$ cat config.mk
export PLATFORM = sky130hd
export DESIGN_NAME = hse_queue
export DESIGN_NICKNAME = d
export VERILOG_FILES = /design/src/rtl/core/hse_pkg.sv /design/src/rtl/core/hse_queue.sv
export SDC_FILE = /design/constraint.sdc
export NUM_CORES = 1
export LEC_CHECK = 0
export BUFFER_PORTS_ARGS = -buffer_cell sky130_fd_sc_hd__buf_2
export CAP_MARGIN = 20
export CORE_UTILIZATION = 40
export CTS_BUF_LIST = sky130_fd_sc_hd__clkbuf_2 sky130_fd_sc_hd__clkbuf_4 sky130_fd_sc_hd__clkbuf_8
export CTS_CLUSTER_DIAMETER = 150
export DETAILED_ROUTE_END_ITERATION = 7
export GPL_TIMING_DRIVEN = 0
export PLACE_DENSITY = 0.61
export SLEW_MARGIN = 40
export SYNTH_ARGS = -nofsm -noshare
export SYNTH_HDL_FRONTEND = slang
export SYNTH_SLANG_ARGS = --single-unit
$ cat constraint.sdc
create_clock -name clk -period 2.4 [get_ports clk]
set_input_delay 0.12 -clock clk [delete_from_list [all_inputs] [get_ports clk]]
set_output_delay 0.12 -clock clk [all_outputs]
set_load 0.05 [all_outputs]
$ cat src/rtl/core/hse_pkg.sv
`default_nettype none

package hse_pkg;

    localparam int SYMBOL_COUNT = 256;
    localparam int MAX_CODE_LEN = 24;

    localparam int OPCODE_W = 2;
    localparam int SYMBOL_W = 8;
    localparam int CODE_W   = 24;
    localparam int LEN_W    = 5;
    localparam int BYTE_W   = 8;

    localparam int OPCODE_LSB = 0;
    localparam int SYMBOL_LSB = OPCODE_LSB + OPCODE_W;
    localparam int CODE_LSB   = SYMBOL_LSB + SYMBOL_W;
    localparam int LEN_LSB    = CODE_LSB + CODE_W;
    localparam int IN_FIELDS_W = LEN_LSB + LEN_W;
    localparam int IN_TDATA_W  = ((IN_FIELDS_W + 7) / 8) * 8;

    localparam int SYM_IDX_W = (SYMBOL_COUNT > 1) ? $clog2(SYMBOL_COUNT) : 1;
    localparam int ENTRY_W   = LEN_W + CODE_W;

    localparam int PEND_W = BYTE_W - 1;
    localparam int PCNT_W = $clog2(BYTE_W);
    localparam int ACC_W  = MAX_CODE_LEN + PEND_W;
    localparam int TOT_W  = $clog2(ACC_W + 1);

    localparam int QUEUE_DEPTH = 4;
    localparam int Q_PTR_W     = $clog2(QUEUE_DEPTH);
    localparam int Q_CNT_W     = $clog2(QUEUE_DEPTH + 1);

    typedef enum logic [OPCODE_W-1:0] {
        OP_LOAD   = 2'd0,
        OP_ENCODE = 2'd1,
        OP_FLUSH  = 2'd2
    } opcode_t;

    typedef enum logic {
        ITEM_ENCODE,
        ITEM_FLUSH
    } item_kind_t;

    typedef struct packed {
        item_kind_t              kind;
        logic [CODE_W-1:0]       code;
        logic [LEN_W-1:0]        len;
    } q_entry_t;

    typedef struct packed {
        logic full;
        logic not_empty;
    } q_status_t;

endpackage

`default_nettype wire

$ cat src/rtl/core/hse_queue.sv
`default_nettype none

module hse_queue
    import hse_pkg::*;
(
    input  wire logic     clk,
    input  wire logic     rst_n,
    input  wire logic     push_valid,
    input  wire q_entry_t push_entry,
    input  wire logic     pop,
    output q_entry_t      pop_entry,
    output q_status_t     stat
);

    q_entry_t             slots_reg [QUEUE_DEPTH];
    logic [Q_PTR_W-1:0]   wr_ptr_reg;
    logic [Q_PTR_W-1:0]   rd_ptr_reg;
    logic [Q_CNT_W-1:0]   count_reg;
    logic [Q_CNT_W-1:0]   count_next;
    logic                 push_fire;
    logic                 pop_fire;

    assign stat.full      = (count_reg == Q_CNT_W'(QUEUE_DEPTH));
    assign stat.not_empty = (count_reg != '0);
    assign push_fire      = push_valid && !stat.full;
    assign pop_fire       = pop && stat.not_empty;
    assign pop_entry      = slots_reg[rd_ptr_reg];

    always_comb
    begin
        count_next = count_reg;
        if (push_fire && !pop_fire)
        begin
            count_next = count_reg + 1'b1;
        end
        else if (pop_fire && !push_fire)
        begin
            count_next = count_reg - 1'b1;
        end
    end

    always_ff @(posedge clk or negedge rst_n)
    begin
        if (!rst_n)
        begin
            wr_ptr_reg <= '0;
            rd_ptr_reg <= '0;
            count_reg  <= '0;
        end
        else
        begin
            count_reg <= count_next;
            if (push_fire)
            begin
                wr_ptr_reg <= (wr_ptr_reg == Q_PTR_W'(QUEUE_DEPTH - 1)) ? '0
                                                                         : wr_ptr_reg + 1'b1;
            end
            if (pop_fire)
            begin
                rd_ptr_reg <= (rd_ptr_reg == Q_PTR_W'(QUEUE_DEPTH - 1)) ? '0
                                                                         : rd_ptr_reg + 1'b1;
            end
        end
    end

    always_ff @(posedge clk)
    begin
        if (push_fire)
        begin
            slots_reg[wr_ptr_reg] <= push_entry;
        end
    end

endmodule

`default_nettype wire

# After elaboration in Yosys (flattened, before gate mapping)
# Memory sizes are Yosys's and may differ from the RTL's.
# Index checks and enable logic that the tools add are counted.
# Widths: inputs -> output; s select.
# word_totals
ff_bits	7
latch_bits	0
ram_bits	120
rom_bits	0
input_bits	34
output_inout_bits	32
wordCells	26
n_memories	1
# op_classes
n_addsub	4
multipliers	0
div_mod_pow	0
magnitude_cmp	0
n_eq_ne	3
n_shift	0
mux	6
bitwise_logic	0
reduce_logical	9
# mem_list
memory	depth	width	read_ports	rd_ports_with_merged_regs	wr	line_no	rtl
slots_reg	4	30	1	0	1	hse_queue.sv:15	q_entry_t slots_reg [QUEUE_DEPTH];
# ops
op	n
$mux 3	2
$add 2x1->2 const B	2
$eq 2x2->1 const B	2
$logic_and 1x1->1	4
$mux 2	2
$add 3x1->3 const B	1
$eq 3x3->1 const B	1
$logic_not 1->1	3
$reduce_bool 3->1	1
$sub 3x1->3 const B	1
$mux 1	2
$reduce_bool 2->1	1

# Logic depth before layout (Yosys ltp)
# depth
ltp_word	7
depth_mapped	9
mapped_depth_nobuf	8

# Worst setup path after synthesis
# OpenSTA, ideal clock, no wires.
# synth_timing
path_kind	reg2reg
start	register count_reg[1]
end	register count_reg[1]
setup_time_ns	0.125
arrival_ns	2.119
required_time_ns	2.275
setup_slack_ns	0.157
path_stages_with_launch	8
path_buffers	1
period_less_slack_ns	2.243
path_cell_list	dfrtp_1 > nor3b_4 > nor2b_2 > buf_6 > ha_1 > inv_1 > fa_1 > mux2_2
# synth_lines
item	line_no	rtl
from (decl)	hse_queue.sv:18	logic [Q_CNT_W-1:0] count_reg;
from (signal assigned)	hse_queue.sv:52	count_reg <= count_next;

# Final worst setup path
# layout_timing
start	register count_reg[1]
end	register count_reg[2]
# layout_via
elab_chain_len	6
word_cells_on_any_way	14
cone_classes	add/sub: 2; eq/ne: 1; mux: 2; reduce/logical: 9
# layout_rtl
item
branches (longest 6 deep; another with $sub 3x1->3)
# Parallel ways; which one is timed is not known. The select of a mux whose other input is x is not followed.
# A chain may end at the register's enable or synchronous reset.

==> impl_results.md <==
- Core Area: 11610 um^2
- Crit path largest cell delay: 0.45 ns
- EDFF count, synth: 120
- Root Driver: clkbuf_8
- Most used DFF post-synth: edfxtp_1
- Initial antenna violation count: 0
- Final Hold Fails: 0
- CTS Buffer Depth: 2
- Final Util: 0.5233
- Non-Filler Instances: roughly 470
- Max cap viols: 0
- Initial core utilization: 0.4163
- R2R Path Start: count_reg[1]
- Vias in the first global route: 2475
- Met2 Wirelength: 4135 um
- GRT Util Overall: 0.1412
- Layout cells sized above 1: 0.4441
- Worst Setup End Kind: flip-flop
- Drt via density: 4.914
- Fin Hold WS: 0.06521 ns
- Largest cells by area after synthesis: edfxtp_1, mux4_2, dfrtp_1, ha_1, buf_12
- Worst Max-Slew Pin Slew: 0.4951 ns
- Ant. Diodes: 0
- Input/output buffers: 65
- Synth Instances: 194
- DR WL met3: 396 um
- Peak Freq: 467.6 MHz
- Total nets after synthesis: 235
- WL met1: 3385 um
- Worst path cell trace: or3_4 > nand2_4 > ha_1 > inv_1 > fa_1 > xor2_1 > nor2_1 > xor2_1
- Worst setup path class: reg -> reg
- Inst Count DP: 402
- Filler cell count: 960
- Cell repeated most along the worst path: xor2_1
- Gp weighted congestion: around 0.62
- R2r endpoint: count_reg[2]
- Num CTS Buffers: 17
- Most frequent cells after synthesis: edfxtp_1, mux4_2, dfrtp_1
- Cell variety after synth: 21
- Final setup vio count: 0
- R2r worst-path depth: 8
- Grt ovf: 0
- Synth-to-layout area growth: 25.70%
- I/O pins: 66
- Largest net degree at the start of global routing: 31
- Leakage power: 2.166 nW
- Clk slew on worst S/H paths: 0.07 ns
- # resized after CTS: 0
- Clk_skew: 0.008731 ns
- Post-route ant nets: 0
- Residual DRC: 4
- Register bit total from synthesis: around 130
- Critical path data required time: 2.73 ns
- Vias: 2285
- Post-synthesis sequential area ratio: 0.7816
- CP Max Fanout: 4
- Delay-heaviest family, CP: simple AND/OR/NAND/NOR gates
- Slowest stage cell, crit path: dfrtp_1
- Outcome: finished, violations left
- Syn Std Cell Area: 4835 um^2
- Die width: 111.9 um
- Worst Path Buf+Inv: 1
- Pre-Repair DR Iteration Count: 6
- Max VDD drop: 0.7443 mV
- Cell Pwr Density: 1371 nW/um^2
- Global-route wire length before repair: 12770 um
- Slew Viols, Final: 0
- Clock sinks: approximately 130
- Hold Crit Class: in -> async
- Count leader, synth: edfxtp_1
- Relative slew margins: 0.6699
- Max layer used: met4
- Async SR Flop Fraction: 0.05512
- Pre-CTS WS: about 0.3 ns
- Post-route clock period utilization: 0.8910
- H-tree levels: 4
- Die area: 12530 um^2
- Max FFs per register: 120
- Drt total wl: 8030 um
- Fin Setup TNS: 0 ns
- Ys Warns: 0
- Violated checks: DRC
- CP Launch Type: flip-flop
- Unrepaired setup endpoints after global routing: no
- Postcts setup bufs: 0
- Min Clock Period, post-route: 2.138 ns
- Final setup margin: 0.2616 ns
- Routed WL per cell: 17.27 um
- Starting DRT DRC Count: 64
- Crit path DAT: 2.47 ns
- Post-synthesis area per instance: roughly 25 um^2
- Detailed Place HPWL: 4638 um
- Die Y: between 100 and 150 um
- Nets: 350
- TritonCTS clock tree: yes
- Clk_lat worst skew: 0.41 ns
- Synth area leader: edfxtp_1
- Yosys top cell area share: 0.7453
- R2R setup slack: 0.26 ns
- Row count: 39
-- power by group --
| part | total [mW] | internal, mW | switching (mW) |
|---|---|---|---|
| Combinational | 3.30 | 1.12 | 2.17 |
| Sequential | 3.09 | 2.94 | 0.150 |
| Clock | 1.95 | 1.16 | 0.791 |
-- placed cells by master (no fill, tap or decap), types with 3 or more instances in the layout --
master / instances
nor2_1: 3
inv_1: 3
clkbuf_8: 17
clkbuf_4: 3
clkinv_1: 3
bufinv_16: 4
buf_2: 68
ha_1: 6
dfrtp_1: 7
edfxtp_1: 120
and2_4: 4
mux4_2: 30
dlygate4sd3_1: 31
-- routing by layer --
metal / vias to the layer above / track usage
li1: 1040 / -
met1: 1178 / 0.1687
met2: 55 / 0.2364
met3: 12 / 0.04954
met4: 0 / 0.05333
met5: - / 0
-- kinds of logic (layout without fill, tap and decap cells) --
family / after synthesis / count (layout) / synth area share
flip-flops: 127 / 127 / 0.7816
multiplexers: 35 / 35 / 0.1530
buffers and inverters: 11 / 139 / 0.02148
AND/OR/NAND/NOR: 11 / 11 / 0.01889
adder cells (fa/ha/maj): 7 / 7 / 0.01967
XOR/XNOR: 3 / 3 / 0.005436
-- how the worst max path moves through the flow --
stage,startpoint,end,slack (ns),cells past startpoint
final,count_reg[1],count_reg[2],0.26,8
after floorplan,count_reg[1],count_reg[1],0.16,7
after detailed placement,count_reg[1],count_reg[2],0.29,8
after global routing,count_reg[1],count_reg[2],0.18,8
after CTS,count_reg[1],count_reg[2],0.25,8
after global placement,count_reg[1],count_reg[2],0.31,8
-- layout make-up --
cell class,instances,area [um^2],area share
Inverter,3,11.26,0.001853
Timing Repair Buffer,96,635.6,0.1046
Multi-Input combinational cell,56,957.2,0.1575
Clock buffer,20,256.5,0.04221
Buffer,8,92.59,0.01524
Clock inverter,12,166.4,0.02738
Sequential cell,127,3779,0.6218
Tap cell,143,178.9,0.02944
-- what timing repair did --
action	CTS	global route
endpoints found under the hold margin	127	0
endpoints found under the setup margin	0	0
hold buffers	31	0
-- metrics by stage --
stage | cell area [um^2] | total power, mW
global placement | 5339 | 6.420
floorplan | 4835 | 5.734
CTS | 6077 | 8.466
global route | 6077 | 8.726
detailed placement | 5344 | 6.466
finish | 6077 | 8.334
Power figures use the tool's default switching activity.
