File: config.mk
export PLATFORM = sky130hd
export DESIGN_NAME = hse_back
export DESIGN_NICKNAME = d
export VERILOG_FILES = /design/src/rtl/core/hse_pkg.sv /design/src/rtl/core/hse_back.sv
export SDC_FILE = /design/constraint.sdc
export NUM_CORES = 1
export LEC_CHECK = 0
export ABC_AREA = 1
export BUFFER_PORTS_ARGS = -buffer_cell sky130_fd_sc_hd__clkbuf_2
export CAP_MARGIN = 30
export CELL_PAD_IN_SITES_DETAIL_PLACEMENT = 2
export CELL_PAD_IN_SITES_GLOBAL_PLACEMENT = 2
export CORE_MARGIN = 2
export CORE_UTILIZATION = 34
export CTS_BUF_LIST = sky130_fd_sc_hd__clkbuf_4 sky130_fd_sc_hd__clkbuf_8
export CTS_CLUSTER_DIAMETER = 40
export DETAILED_ROUTE_END_ITERATION = 7
export PLACE_DENSITY = 0.85
export REMOVE_ABC_BUFFERS = 1
export SYNTH_ARGS = -nofsm -noshare
export SYNTH_HDL_FRONTEND = slang
export SYNTH_SLANG_ARGS = --single-unit
export TNS_END_PERCENT = 10
File: constraint.sdc
create_clock -name clk -period 5.55 [get_ports clk]
set_input_delay 1.11 -clock clk [delete_from_list [all_inputs] [get_ports clk]]
set_output_delay 1.11 -clock clk [all_outputs]
set_load 0.01 [all_outputs]
File: src/rtl/core/hse_pkg.sv
`default_nettype none

package hse_pkg;

    localparam int SYMBOL_COUNT = 256;
    localparam int MAX_CODE_LEN = 24;

    localparam int OPCODE_W = 2;
    localparam int SYMBOL_W = 8;
    localparam int CODE_W   = 24;
    localparam int LEN_W    = 5;
    localparam int BYTE_W   = 8;

    localparam int OPCODE_LSB = 0;
    localparam int SYMBOL_LSB = OPCODE_LSB + OPCODE_W;
    localparam int CODE_LSB   = SYMBOL_LSB + SYMBOL_W;
    localparam int LEN_LSB    = CODE_LSB + CODE_W;
    localparam int IN_FIELDS_W = LEN_LSB + LEN_W;
    localparam int IN_TDATA_W  = ((IN_FIELDS_W + 7) / 8) * 8;

    localparam int SYM_IDX_W = (SYMBOL_COUNT > 1) ? $clog2(SYMBOL_COUNT) : 1;
    localparam int ENTRY_W   = LEN_W + CODE_W;

    localparam int PEND_W = BYTE_W - 1;
    localparam int PCNT_W = $clog2(BYTE_W);
    localparam int ACC_W  = MAX_CODE_LEN + PEND_W;
    localparam int TOT_W  = $clog2(ACC_W + 1);

    localparam int QUEUE_DEPTH = 4;
    localparam int Q_PTR_W     = $clog2(QUEUE_DEPTH);
    localparam int Q_CNT_W     = $clog2(QUEUE_DEPTH + 1);

    typedef enum logic [OPCODE_W-1:0] {
        OP_LOAD   = 2'd0,
        OP_ENCODE = 2'd1,
        OP_FLUSH  = 2'd2
    } opcode_t;

    typedef enum logic {
        ITEM_ENCODE,
        ITEM_FLUSH
    } item_kind_t;

    typedef struct packed {
        item_kind_t              kind;
        logic [CODE_W-1:0]       code;
        logic [LEN_W-1:0]        len;
    } q_entry_t;

    typedef struct packed {
        logic full;
        logic not_empty;
    } q_status_t;

endpackage

`default_nettype wire

File: src/rtl/core/hse_back.sv
`default_nettype none

module hse_back
    import hse_pkg::*;
(
    input  wire logic              clk,
    input  wire logic              rst_n,
    input  wire q_status_t         q_stat,
    input  wire q_entry_t          pop_entry,
    output logic                   pop,
    output logic                   m_axis_tvalid,
    input  wire logic              m_axis_tready,
    output logic [BYTE_W-1:0]      m_axis_tdata,
    output logic                   m_axis_tlast
);

    logic                busy_reg,      busy_next;
    logic [ACC_W-1:0]    acc_reg,       acc_next;
    logic [TOT_W-1:0]    total_reg,     total_next;
    logic [PEND_W-1:0]   pend_bits_reg, pend_bits_next;
    logic [PCNT_W-1:0]   pend_cnt_reg,  pend_cnt_next;
    logic                out_valid_reg, out_valid_next;
    logic [BYTE_W-1:0]   out_byte_reg,  out_byte_next;
    logic                out_last_reg,  out_last_next;

    logic                load_out;
    logic [ACC_W-1:0]    new_acc;
    logic [TOT_W-1:0]    new_total;
    logic [ACC_W-1:0]    src_acc;
    logic [TOT_W-1:0]    src_total;
    logic [BYTE_W-1:0]   emit_byte;
    logic [TOT_W-1:0]    rest;
    logic                rest_small;
    logic [PEND_W-1:0]   rest_mask;
    logic [BYTE_W-1:0]   flush_byte;

    assign load_out   = !out_valid_reg || m_axis_tready;
    assign new_acc    = (ACC_W'(pend_bits_reg) << pop_entry.len) | ACC_W'(pop_entry.code);
    assign new_total  = TOT_W'(pend_cnt_reg) + TOT_W'(pop_entry.len);
    assign src_acc    = busy_reg ? acc_reg : new_acc;
    assign src_total  = busy_reg ? total_reg : new_total;
    assign rest       = src_total - TOT_W'(BYTE_W);
    assign emit_byte  = BYTE_W'(src_acc >> rest);
    assign rest_small = (rest < TOT_W'(BYTE_W));
    assign rest_mask  = (PEND_W'(1) << rest) - PEND_W'(1);
    assign flush_byte = BYTE_W'({pend_bits_reg, 1'b0} << (PCNT_W'(BYTE_W - 1) - pend_cnt_reg));

    always_comb
    begin
        busy_next      = busy_reg;
        acc_next       = acc_reg;
        total_next     = total_reg;
        pend_bits_next = pend_bits_reg;
        pend_cnt_next  = pend_cnt_reg;
        out_valid_next = load_out ? 1'b0 : out_valid_reg;
        out_byte_next  = out_byte_reg;
        out_last_next  = out_last_reg;
        pop            = 1'b0;

        if (busy_reg)
        begin
            if (load_out)
            begin
                out_valid_next = 1'b1;
                out_byte_next  = emit_byte;
                out_last_next  = rest_small;
                total_next     = rest;
                if (rest_small)
                begin
                    busy_next      = 1'b0;
                    pend_bits_next = PEND_W'(src_acc) & rest_mask;
                    pend_cnt_next  = rest[PCNT_W-1:0];
                end
            end
        end
        else if (q_stat.not_empty)
        begin
            case (pop_entry.kind)
                ITEM_ENCODE:
                begin
                    if (new_total < TOT_W'(BYTE_W))
                    begin
                        pop            = 1'b1;
                        pend_bits_next = PEND_W'(new_acc);
                        pend_cnt_next  = new_total[PCNT_W-1:0];
                    end
                    else if (load_out)
                    begin
                        pop            = 1'b1;
                        out_valid_next = 1'b1;
                        out_byte_next  = emit_byte;
                        out_last_next  = rest_small;
                        if (rest_small)
                        begin
                            pend_bits_next = PEND_W'(src_acc) & rest_mask;
                            pend_cnt_next  = rest[PCNT_W-1:0];
                        end
                        else
                        begin
                            busy_next  = 1'b1;
                            acc_next   = new_acc;
                            total_next = rest;
                        end
                    end
                end
                ITEM_FLUSH:
                begin
                    if (pend_cnt_reg == '0)
                    begin
                        pop = 1'b1;
                    end
                    else if (load_out)
                    begin
                        pop            = 1'b1;
                        out_valid_next = 1'b1;
                        out_byte_next  = flush_byte;
                        out_last_next  = 1'b1;
                        pend_bits_next = '0;
                        pend_cnt_next  = '0;
                    end
                end
                default:
                begin
                    pop = 1'b1;
                end
            endcase
        end
    end

    always_ff @(posedge clk or negedge rst_n)
    begin
        if (!rst_n)
        begin
            busy_reg      <= 1'b0;
            total_reg     <= '0;
            pend_bits_reg <= '0;
            pend_cnt_reg  <= '0;
            out_valid_reg <= 1'b0;
        end
        else
        begin
            busy_reg      <= busy_next;
            total_reg     <= total_next;
            pend_bits_reg <= pend_bits_next;
            pend_cnt_reg  <= pend_cnt_next;
            out_valid_reg <= out_valid_next;
        end
    end

    always_ff @(posedge clk)
    begin
        acc_reg      <= acc_next;
        out_byte_reg <= out_byte_next;
        out_last_reg <= out_last_next;
    end

    assign m_axis_tvalid = out_valid_reg;
    assign m_axis_tdata  = out_byte_reg;
    assign m_axis_tlast  = out_last_reg;

endmodule

`default_nettype wire

* After elaboration in Yosys (flattened, before gate mapping)
Index checks and enable logic that the tools add are counted.
Word-level totals: register bits after elaboration 57, bits in latches 0, bits in writable memories 0, bits in read-only memories 0, input bits 35, output and inout bits 11, word-level logic and storage cells 97, memories kept 0
Operators by class: $add $sub $neg 4, $mul 0, div/mod/pow operators 0, $lt $le $gt $ge 2, equality and inequality tests 6, shifts and indexed selects 4, multiplexer cells 59, bitwise logic cells 6, reductions and logical operators 8
Operator list (count):
- $mux W7 | 7
- $mux W8 | 6
- $mux W5 | 8
- $mux W31 | 1
- $or A31 B24 Y31 | 1
- $shl A7 B5 Y31 | 1
- $shr A31 B5 Y8 | 1
- $mux W1 | 24
- $mux W3 | 7
- $pmux W8 S2 | 1
- $pmux W7 S2 | 1
- $lt A5 B4 Y1 const B | 2
- $shl A8 B3 Y8 | 1
- $and A7 B7 Y7 | 1
- $shl A1 B5 Y7 const A | 1
- $sub A7 B2 Y7 const B | 1
- $ne A3 B3 Y1 const B | 2
- $pmux W1 S2 | 3
- $pmux W3 S2 | 1
- $reduce_and A6 Y1 | 1
- $add A3 B5 Y5 | 1
- $reduce_and A5 Y1 | 1
- $sub A5 B4 Y5 const B | 1
- $ne A2 B2 Y1 const B | 2
- other kinds (10) | 13

* Longest topological paths before layout
Gate-level depths: netlist of the first run.
depth after elaboration 12, gate-level depth with buffers 22, depth with buffers taken out 22

* Worst setup path after synthesis of the first run
No wires, ideal clock.
kind in2reg, from input port pop_entry[1] (netlist bit), to register acc_reg[0] (enable), setup time 460 ps, arrival 4605 ps, required time 5090 ps, setup slack 485 ps, stages on the path 11, path buffers 1, cells stage by stage inv_2 -> buf_6 -> fa_1 -> o21ai_1 -> xor2_1 -> nand2_1 -> o21ai_0 -> ha_1 -> inv_1 -> nand3_1 -> nor3_1
Between the ends: word-level cells in the longest chain between the ends 6, elaborated cells on any way between the ends 8, classes of those cells add/sub (2); order compare (2); mux (1); bitwise (2); reduce/logical (1)
Ends and longest elaborated chain:
- start: declaration | line hse_back.sv:9 | input wire q_entry_t pop_entry,
- $add A3 B5 Y5 * | line hse_back.sv:39 | assign new_total = TOT_W'(pend_cnt_reg) + TOT_W'(pop_entry.len);
- $mux W5 | line hse_back.sv:41 | assign src_total = busy_reg ? total_reg : new_total;
- $sub A5 B4 Y5 | line hse_back.sv:42 | assign rest = src_total - TOT_W'(BYTE_W);
- $lt A5 B4 Y1 | line hse_back.sv:44 | assign rest_small = (rest < TOT_W'(BYTE_W));
- $not A1 Y1 (no source line)
- $reduce_and A6 Y1 (no source line) *
- end signal: assignment | line hse_back.sv:152 | acc_reg <= acc_next;
- end: declaration | line hse_back.sv:18 | logic [ACC_W-1:0] acc_reg, acc_next;
Every way passes the cells marked *; elsewhere a longest branch is shown, timed or not. A chain may end at the register's enable or synchronous reset.

* Worst setup path in the final report of the first run
from input port pop_entry[1] (netlist bit), to output port pop
Between the ends: word-level cells in the longest chain between the ends 6
Ends and longest elaborated chain:
- $add A3 B5 Y5 | line hse_back.sv:39
- $lt A5 B4 Y1 | line hse_back.sv:81 | if (new_total < TOT_W'(BYTE_W))
- $mux W1 | line hse_back.sv:81
- $pmux W1 S2 | line hse_back.sv:78 | case (pop_entry.kind)
- $mux W1 | line hse_back.sv:76 | else if (q_stat.not_empty)
- $mux W1 | line hse_back.sv:60 | if (busy_reg)
- end: declaration | line hse_back.sv:10 | output logic pop,
Every way passes these cells.

==> results.md, run 1 <==
* 0 — GRT Residual Overflow
* 757 nW/um2 — P per Cell Area
* 129 um — vertical die dimension
* 44 — Port Buf Inserts
* 0.383 — Final Core Density
* 0.726 — combinational share of power
* done — CTS tree
* 0 — number of pins exceeding their max-slew limit in the final report
* 5320 um2 — Syn Std Cell Area
* 0.00899 ns — Layout Skew
* sky130_fd_sc_hd__edfxtp_1 — top flip-flop cell by instance count after synthesis
* 6.51 um2 — Post-Synthesis Mean Instance Area
* sky130_fd_sc_hd__clkbuf_8 — cell at the root of the clock tree
* 61 — largest net degree at the start of global routing
* 9 — CTS Buf Count
* sky130_fd_sc_hd__edfxtp_1 (23%), sky130_fd_sc_hd__nand3_1 (22%), sky130_fd_sc_hd__nand2_1 (14%) — top area cells in the synthesized netlist
* 57 — number of synthesized register bits
* 226 MHz — Fmax
* 0.921 — RePlAce Congestion
* 5.71 — drt via density
* 57 — total number of clock tree sinks
* 9.88% — P&R area growth vs syn
* 0.288 — Total GRT Usage
* 2.68 nW — total leakage power
* 0 — number of antenna repair diodes
* 129 um — horizontal die dimension
* 22.9 mm — DRT Wirelength
* 6,426 — vias in the first global route
* 1.77 mW — internal power contribution
* 36.4 mm — first-pass GRT wire length
* 40 — number of enable-type register cells in the synthesized netlist
* 0.37 ns — Skew-Pair Late Insertion Delay
* sky130_fd_sc_hd__nand3_1 (233), sky130_fd_sc_hd__nand2_1 (197), sky130_fd_sc_hd__inv_1 (65) — Synth top cells by count
* 17.3 mm — final HPWL from detailed placement
* 0 — residual DRC count
* 0.796 — final worst path period share
* 13 — largest fanout on the critical path
* 16,700 um2 — Die Footprint
* 4.43 mW — PnR Total Power
* 3.31 ns — arrival time worst endpoint
* 1.13 ns — minimum setup slack in the final design
* 15,300 um2 — Core Area
* sky130_fd_sc_hd__edfxtp_1 — cell type contributing the most total cell area after synthesis
* 878 — Layout Nets
* 0 — Hold Buf Count CTS
* input pin to output pin — type of the worst setup path
* 31 — number of flip-flops in the largest register
* 3170 um2 — multi-input gate area in the final layout
* 0.306 — sequential fraction of the synthesis area
* 0.503 ns — hold_ws
* 1630 um2 — sequential cell area
* 0 — number of violations of the max-capacitance limit
* 0 — count of endpoints failing hold in the final timing report
* 6,011 — via count
* 0.384 — headroom to the max-slew limit
* 46 — I/O pin cnt
* 0.601 — net switching share of the total power
* 2 — CTS Buffer Depth
* output pin — Worst setup EP type
* 0.171 — sequential share of power
* 0.226 — top-area cell type share of the netlist area
* 45 — number of placement rows
* 1,909 — Layout fillers
* 0 — final setup fails
* 354 — number of DRC violations after detailed-routing iteration 0
* 21.8 um — routed wirelength normalized by instance count
* 0.138 — share of cells above drive strength 1
* 0 — antenna violations before repair
* 0.000246 V — IR Drop Worst-Case VDD
* 4.44 ns — endpoint required time on the critical path
* 0 — count of nets left with antenna violations after detail routing
* 49 — number of distinct library cell variants in the gate-level netlist after synthesis
* 0.298 — Post-synth ARST share
* completed — status
* 0 — warnings from Yosys
* 0.921 ns — transition at the pin with the smallest max-transition slack
* input pin — Setup crit start kind
* register to register — type of the most critical hold path
* 0.103 — part of the power in the clock network
* sky130_fd_sc_hd__nand3_1 — cell with the most instances after synthesis
* 0 — number of buffers inserted to repair setup after CTS
* 817 — gate count of the mapped netlist
* 0 — post-cts gate resize count
* 0.855 ns — worst slack at placement
* 0.07 ns — clock slew at the register clock pins of the worst setup and hold paths
* 2.66 mW — net switching power
* 5 — length of the first detailed-routing pass in iterations
* 0 ns — Sum Neg Setup Slack
* no — setup repair after global routing missed its margin
* 0.349 — Initial Util
* 4.42 ns — final worst path period need
* 3 — H-tree depth reported by CTS
[worst paths after layout]
check                                 from                to  slack, ns  cells after the start
max in group asynchronous            rst_n  pend_bits_reg[0]       4.54                      1
min reg2reg                   total_reg[4]      total_reg[4]       0.50                      2
max reg2reg                pend_cnt_reg[1]  pend_bits_reg[4]       1.26                     19
min                           total_reg[4]      total_reg[4]       0.50                      2
max                           pop_entry[1]               pop       1.13                     10
min in group asynchronous            rst_n      total_reg[1]       0.68                      1
[kinds of logic after synthesis]
kind of cell | count (synthesis) | synth area share
XOR/XNOR | 2 | 0.00329
flip-flops | 57 | 0.306
adder cells (fa/ha/maj) | 6 | 0.0155
AND/OR/NAND/NOR | 536 | 0.466
multiplexers | 1 | 0.00188
AO/OA/AOI/OAI | 93 | 0.107
buffers and inverters | 122 | 0.101
[per-stage QoR]
stage / instance area [um2] / cells
3_3_place_gp: 5640 / 1037
3_5_place_dp: 5640 / 1037
4_1_cts: 5840 / 1053
6_report: 5840 / 1053
5_1_grt: 5840 / 1053
2_1_floorplan: 5100 / 776
[power groups by stage]
stage / Clock (mW) / Combinational, mW / Sequential [mW]
after floorplan: 0 / 2.05 / 0.738
after global placement: 0 / 2.96 / 0.750
after detailed placement: 0 / 3.11 / 0.759
after CTS: 0.458 / 3.17 / 0.751
after global routing: 0.471 / 3.54 / 0.768
final: 0.454 / 3.21 / 0.758
[critical path, cell delays in order]
cell,delay (ns)
sky130_fd_sc_hd__clkbuf_2,0.26
sky130_fd_sc_hd__inv_2,0.19
sky130_fd_sc_hd__fa_1,0.49
sky130_fd_sc_hd__o21ai_1,0.18
sky130_fd_sc_hd__xor2_1,0.28
sky130_fd_sc_hd__nand2_1,0.21
sky130_fd_sc_hd__inv_1,0.12
sky130_fd_sc_hd__nand2_1,0.07
sky130_fd_sc_hd__a311oi_1,0.22
sky130_fd_sc_hd__clkbuf_2,0.17
[layout by cell type (no fill, tap or decap), types with 3 or more instances in the layout]
cell type,count
sky130_fd_sc_hd__a21oi_1,26
sky130_fd_sc_hd__a22oi_1,5
sky130_fd_sc_hd__a31oi_1,6
sky130_fd_sc_hd__buf_4,6
sky130_fd_sc_hd__clkbuf_2,44
sky130_fd_sc_hd__clkbuf_8,9
sky130_fd_sc_hd__clkinv_1,5
sky130_fd_sc_hd__dfrtp_1,17
sky130_fd_sc_hd__edfxtp_1,40
sky130_fd_sc_hd__ha_1,5
sky130_fd_sc_hd__inv_1,65
sky130_fd_sc_hd__inv_2,10
sky130_fd_sc_hd__nand2_1,197
sky130_fd_sc_hd__nand2_2,6
sky130_fd_sc_hd__nand3_1,233
sky130_fd_sc_hd__nand4_1,21
sky130_fd_sc_hd__nor2_1,47
sky130_fd_sc_hd__nor2_2,3
sky130_fd_sc_hd__nor2_4,5
sky130_fd_sc_hd__o211ai_1,6
sky130_fd_sc_hd__o21ai_0,24
sky130_fd_sc_hd__o21ai_1,8
sky130_fd_sc_hd__o21ai_2,3
sky130_fd_sc_hd__o21bai_1,3
sky130_fd_sc_hd__or2_2,18
[cell type report]
cell class | instances | area share
clock inverter | 7 | 0.0146
tap | 211 | 0.0452
inverter | 81 | 0.0537
sequential | 57 | 0.278
timing repair buffer | 50 | 0.0454
multi-input combinational | 638 | 0.542
clock buffer | 9 | 0.0212
[layer usage]
metal | track usage | vias up | part of all wire
li1 | - | 2836 | -
met1 | 0.374 | 3018 | 0.45
met2 | 0.493 | 124 | 0.49
met4 | 0.0882 | 0 | 0.026
met5 | 0 | - | 0
met3 | 0.0483 | 33 | 0.038
No activity file was read; power rests on OpenSTA's default activity.
==> inputs of run 2 (changes only) <==
--- a/config.mk
+++ b/config.mk
@@ -5,17 +5,17 @@
 export SDC_FILE = /design/constraint.sdc
 export NUM_CORES = 1
 export LEC_CHECK = 0
-export ABC_AREA = 1
+export ABC_AREA = 0
 export BUFFER_PORTS_ARGS = -buffer_cell sky130_fd_sc_hd__clkbuf_2
 export CAP_MARGIN = 30
 export CELL_PAD_IN_SITES_DETAIL_PLACEMENT = 2
 export CELL_PAD_IN_SITES_GLOBAL_PLACEMENT = 2
 export CORE_MARGIN = 2
-export CORE_UTILIZATION = 34
+export CORE_UTILIZATION = 35
 export CTS_BUF_LIST = sky130_fd_sc_hd__clkbuf_4 sky130_fd_sc_hd__clkbuf_8
 export CTS_CLUSTER_DIAMETER = 40
 export DETAILED_ROUTE_END_ITERATION = 7
-export PLACE_DENSITY = 0.85
+export PLACE_DENSITY = 0.8
 export REMOVE_ABC_BUFFERS = 1
 export SYNTH_ARGS = -nofsm -noshare
 export SYNTH_HDL_FRONTEND = slang
==> constraint.sdc (replaced) <==
create_clock -name clk -period 4.57 [get_ports clk]
set_input_delay 0.914 -clock clk [delete_from_list [all_inputs] [get_ports clk]]
set_output_delay 0.914 -clock clk [all_outputs]
set_load 0.01 [all_outputs]
==> run 2 against run 1 <==
  * Sequential share of layout area is 4.1 points lower
  * Global-route usage grew 2.6 points
  * Combinational power rose by 11%
  * Critical endpoint is now pend_bits_reg[6]
  * Via count increased by 13%
  * Final area up 17%
==> results.md, run 2 <==
* -0.235 ns — worst slack at placement, -1.09 ns
* sky130_fd_sc_hd__nand2_1 — cell with the most instances after synthesis
* 830 — Layout Nets, -5.5%
* sky130_fd_sc_hd__nand2_1 — most frequent standard cell in the layout excluding fill and tap cells
* 28.6 mm — DRT Wirelength, +25%
* input pin to async pin — type of the most critical hold path
* 3 — H-tree depth reported by CTS, unchanged
* 57 — total number of clock tree sinks, unchanged
* 6,770 — via count, +13%
* sky130_fd_sc_hd__nand2_1 (73), sky130_fd_sc_hd__nor2_1 (65), sky130_fd_sc_hd__o21ai_0 (53), sky130_fd_sc_hd__clkbuf_2 (44), sky130_fd_sc_hd__buf_4 (42) — leading cell types in the layout, fill and taps excluded
* sky130_fd_sc_hd__edfxtp_1 (20%), sky130_fd_sc_hd__dfrtp_1 (7.0%), sky130_fd_sc_hd__mux2i_1 (6.4%) — top area cells in the synthesized netlist
* 0 — count of nets left with antenna violations after detail routing, unchanged
* 0.191 — share of cells above drive strength 1, +0.0537
* 48 — number of placement rows, +6.7%
* 0 — number of violations of the max-capacitance limit, unchanged
* 40 — number of enable-type register cells in the synthesized netlist, unchanged
* 0 — antenna violations before repair, unchanged
* 0.993 ns — transition at the pin with the smallest max-transition slack, +0.0717 ns
* 0.480 ns — hold_ws, -0.0234 ns
* 136 um — vertical die dimension, +5.3%
* 0 — warnings from Yosys, unchanged
* 46 — I/O pin cnt, unchanged
* 2 — CTS Buffer Depth, unchanged
* 2.66 nW — total leakage power, -0.89%
* done — CTS tree
* 6090 um2 — Syn Std Cell Area, +15%
* 0.945 — RePlAce Congestion, +2.6%
* 6.64 — drt via density, +16%
* 0.315 — Total GRT Usage, +0.0265
* 730 nW/um2 — P per Cell Area, -3.6%
* 44 — Port Buf Inserts, unchanged
* 0.0144 ns — Layout Skew, +0.00543 ns
* 0.197 — top-area cell type share of the netlist area, -0.0286
* 0.0136 — Synth Area in Adders, -0.00197
* 46 — largest net degree at the start of global routing, -25%
* 21.6 mm — final HPWL from detailed placement, +25%
* 0.200 ns — minimum setup slack in the final design, -0.931 ns
* 0.08 ns — clock slew at the register clock pins of the worst setup and hold paths, about the same
* 0 — final setup fails, unchanged
* 0 — post-cts gate resize count, unchanged
* sky130_fd_sc_hd__edfxtp_1 — cell type contributing the most total cell area after synthesis
* 0.956 — final worst path period share
* 4.87 ns — endpoint required time on the critical path, +0.43 ns
* 0.38 ns — Skew-Pair Late Insertion Delay, about the same
* 0 — GRT Residual Overflow, unchanged
* 8.02 um2 — Post-Synthesis Mean Instance Area, +23%
* 18,500 um2 — Die Footprint, +11%
* 17,200 um2 — Core Area, +13%
* 85 — number of distinct library cell variants in the gate-level netlist after synthesis, +73%
* 0.267 — sequential fraction of the synthesis area, -0.0388
* 0.314 — area fraction in compound gates after synthesis, +0.207
* sky130_fd_sc_hd__clkbuf_8 — cell at the root of the clock tree
* 229 MHz — Fmax
* 12.5% — P&R area growth vs syn
* 3 — largest fanout on the critical path, -10
* 0 — number of pins exceeding their max-slew limit in the final report, unchanged
* 0.399 — Final Core Density, +0.0158
* sky130_fd_sc_hd__edfxtp_1 — top flip-flop cell by instance count after synthesis
* sky130_fd_sc_hd__nand2_1 (73), sky130_fd_sc_hd__nor2_1 (65), sky130_fd_sc_hd__o21ai_0 (55) — Synth top cells by count
* 0.205 — post-synthesis share of cell area spent on and, or, nand and nor gates, -0.261
* 0.298 — Post-synth ARST share, unchanged
* input pin to register — type of the worst setup path
* 28.0 um — routed wirelength normalized by instance count, +29%
* 4.37 ns — final worst path period need
* 136 um — horizontal die dimension, +5.3%
* 31 — number of flip-flops in the largest register, unchanged
* 57 — number of synthesized register bits, unchanged
* register — Worst setup EP type
* 0.355 — Initial Util, +0.00602
* 8 — length of the first detailed-routing pass in iterations, +3
* 759 — gate count of the mapped netlist, -7.1%
* compound AO/OA/AOI/OAI gates — dominant combinational cell family by area after synthesis
* 43.6 mm — first-pass GRT wire length, +20%
* 0.129 — multiplexer fraction of the synthesized cell area, +0.128
* 0.000209 V — IR Drop Worst-Case VDD, -15%
* 7,114 — vias in the first global route, +11%
* 0 — residual DRC count, unchanged
* completed — status
* 0 — number of antenna repair diodes, unchanged
* 9 — CTS Buf Count, unchanged
* 4.67 ns — arrival time worst endpoint, +1.36 ns
* 673 — number of DRC violations after detailed-routing iteration 0, +90%
* 0 — count of endpoints failing hold in the final timing report, unchanged
* 0.00575 — xor and xnor fraction of the mapped netlist area, +0.00246
* 0 — Hold Buf Count CTS, unchanged
* 0.335 — headroom to the max-slew limit, -0.0484
* 0 — number of buffers inserted to repair setup after CTS, unchanged
* input pin — Setup crit start kind
-- run 2: cell types whose count changed after synthesis, sizes merged, moves of 18 or more --
| cell | before | now |
|---|---|---|
| nand3 | 233 | 19 |
| nand2 | 204 | 74 |
| inv | 78 | 24 |
| mux2i | 1 | 39 |
| clkbuf | 14 | 48 |
| nor3 | 1 | 29 |
| a211oi | 2 | 27 |
| mux2 | 0 | 22 |
| o21ai | 36 | 58 |
| nand4 | 21 | 3 |
-- run 2: worst max-delay path, cell delays in order --
cell	delay, ns
sky130_fd_sc_hd__clkbuf_2	0.12
sky130_fd_sc_hd__ha_1	0.19
sky130_fd_sc_hd__inv_1	0.06
sky130_fd_sc_hd__fa_1	0.40
sky130_fd_sc_hd__nor2b_1	0.12
sky130_fd_sc_hd__o21ai_0	0.10
sky130_fd_sc_hd__xnor2_1	0.28
sky130_fd_sc_hd__nand2_1	0.10
sky130_fd_sc_hd__o21ai_0	0.09
sky130_fd_sc_hd__ha_1	0.30
sky130_fd_sc_hd__nor4_2	0.38
sky130_fd_sc_hd__inv_1	0.11
sky130_fd_sc_hd__ha_1	0.21
sky130_fd_sc_hd__or4_1	0.52
sky130_fd_sc_hd__a21o_1	0.21
sky130_fd_sc_hd__a21oi_2	0.19
sky130_fd_sc_hd__a32oi_1	0.17
sky130_fd_sc_hd__o21ai_1	0.21
-- run 2: cell families after synthesis --
| kind of cell | after synthesis |
|---|---|
| compound gates | 274 |
| xor+xnor | 4 |
| fa+ha+maj | 6 |
| buf+inv | 93 |
| flops | 57 |
| mux | 67 |
| simple gates | 258 |
-- run 2: final cells by class --
cell class | count | area (um2)
clock buffers | 12 | 159
clock inverters | 4 | 50.0
fillers | 1983 | 10300
inverters | 26 | 97.6
multi-input cells | 609 | 4100
flip-flops and latches | 57 | 1630
well taps | 225 | 282
repair buffers | 86 | 536
-- run 2: routing by layer --
layer  global-route usage  part of all wire  up-vias
li1                     -                 -     2973
met1                0.418              0.43     3451
met2                0.503              0.46      284
met3               0.0533             0.070       62
met4                0.138             0.041        0
met5                    0                 0        -
-- run 2: through the flow --
step                      instance area (um2)  power, mW  setup TNS, ns  instances
after floorplan                          5790       2.95        -112.30        692
after global placement                   6630       4.18              0       1003
after detailed placement                 6630       4.34         -0.252       1003
after CTS                                6840       4.91              0       1019
after global routing                     6850       5.28        -0.0617       1019
final                                    6850       5.00              0       1019
-- run 2: final timing paths --
kind                       cells after the start               end            start  slack (ns)
min in group clk                               2      total_reg[3]     total_reg[3]        0.51
max in group asynchronous                      1          busy_reg            rst_n        3.73
min reg2reg                                    2      total_reg[3]     total_reg[3]        0.51
min                                            1         async pin            rst_n        0.48
max reg2reg                                   15  pend_bits_reg[6]  pend_cnt_reg[1]        0.46
max                                           18  pend_bits_reg[6]     pop_entry[0]        0.20
-- run 2: power breakdown --
group | internal [mW] | switching, mW | leakage (nW)
clock | 0.288 | 0.243 | 0.110
combinational | 1.20 | 2.36 | 1.96
sequential | 0.735 | 0.166 | 0.590
total | 2.23 | 2.77 | 2.66
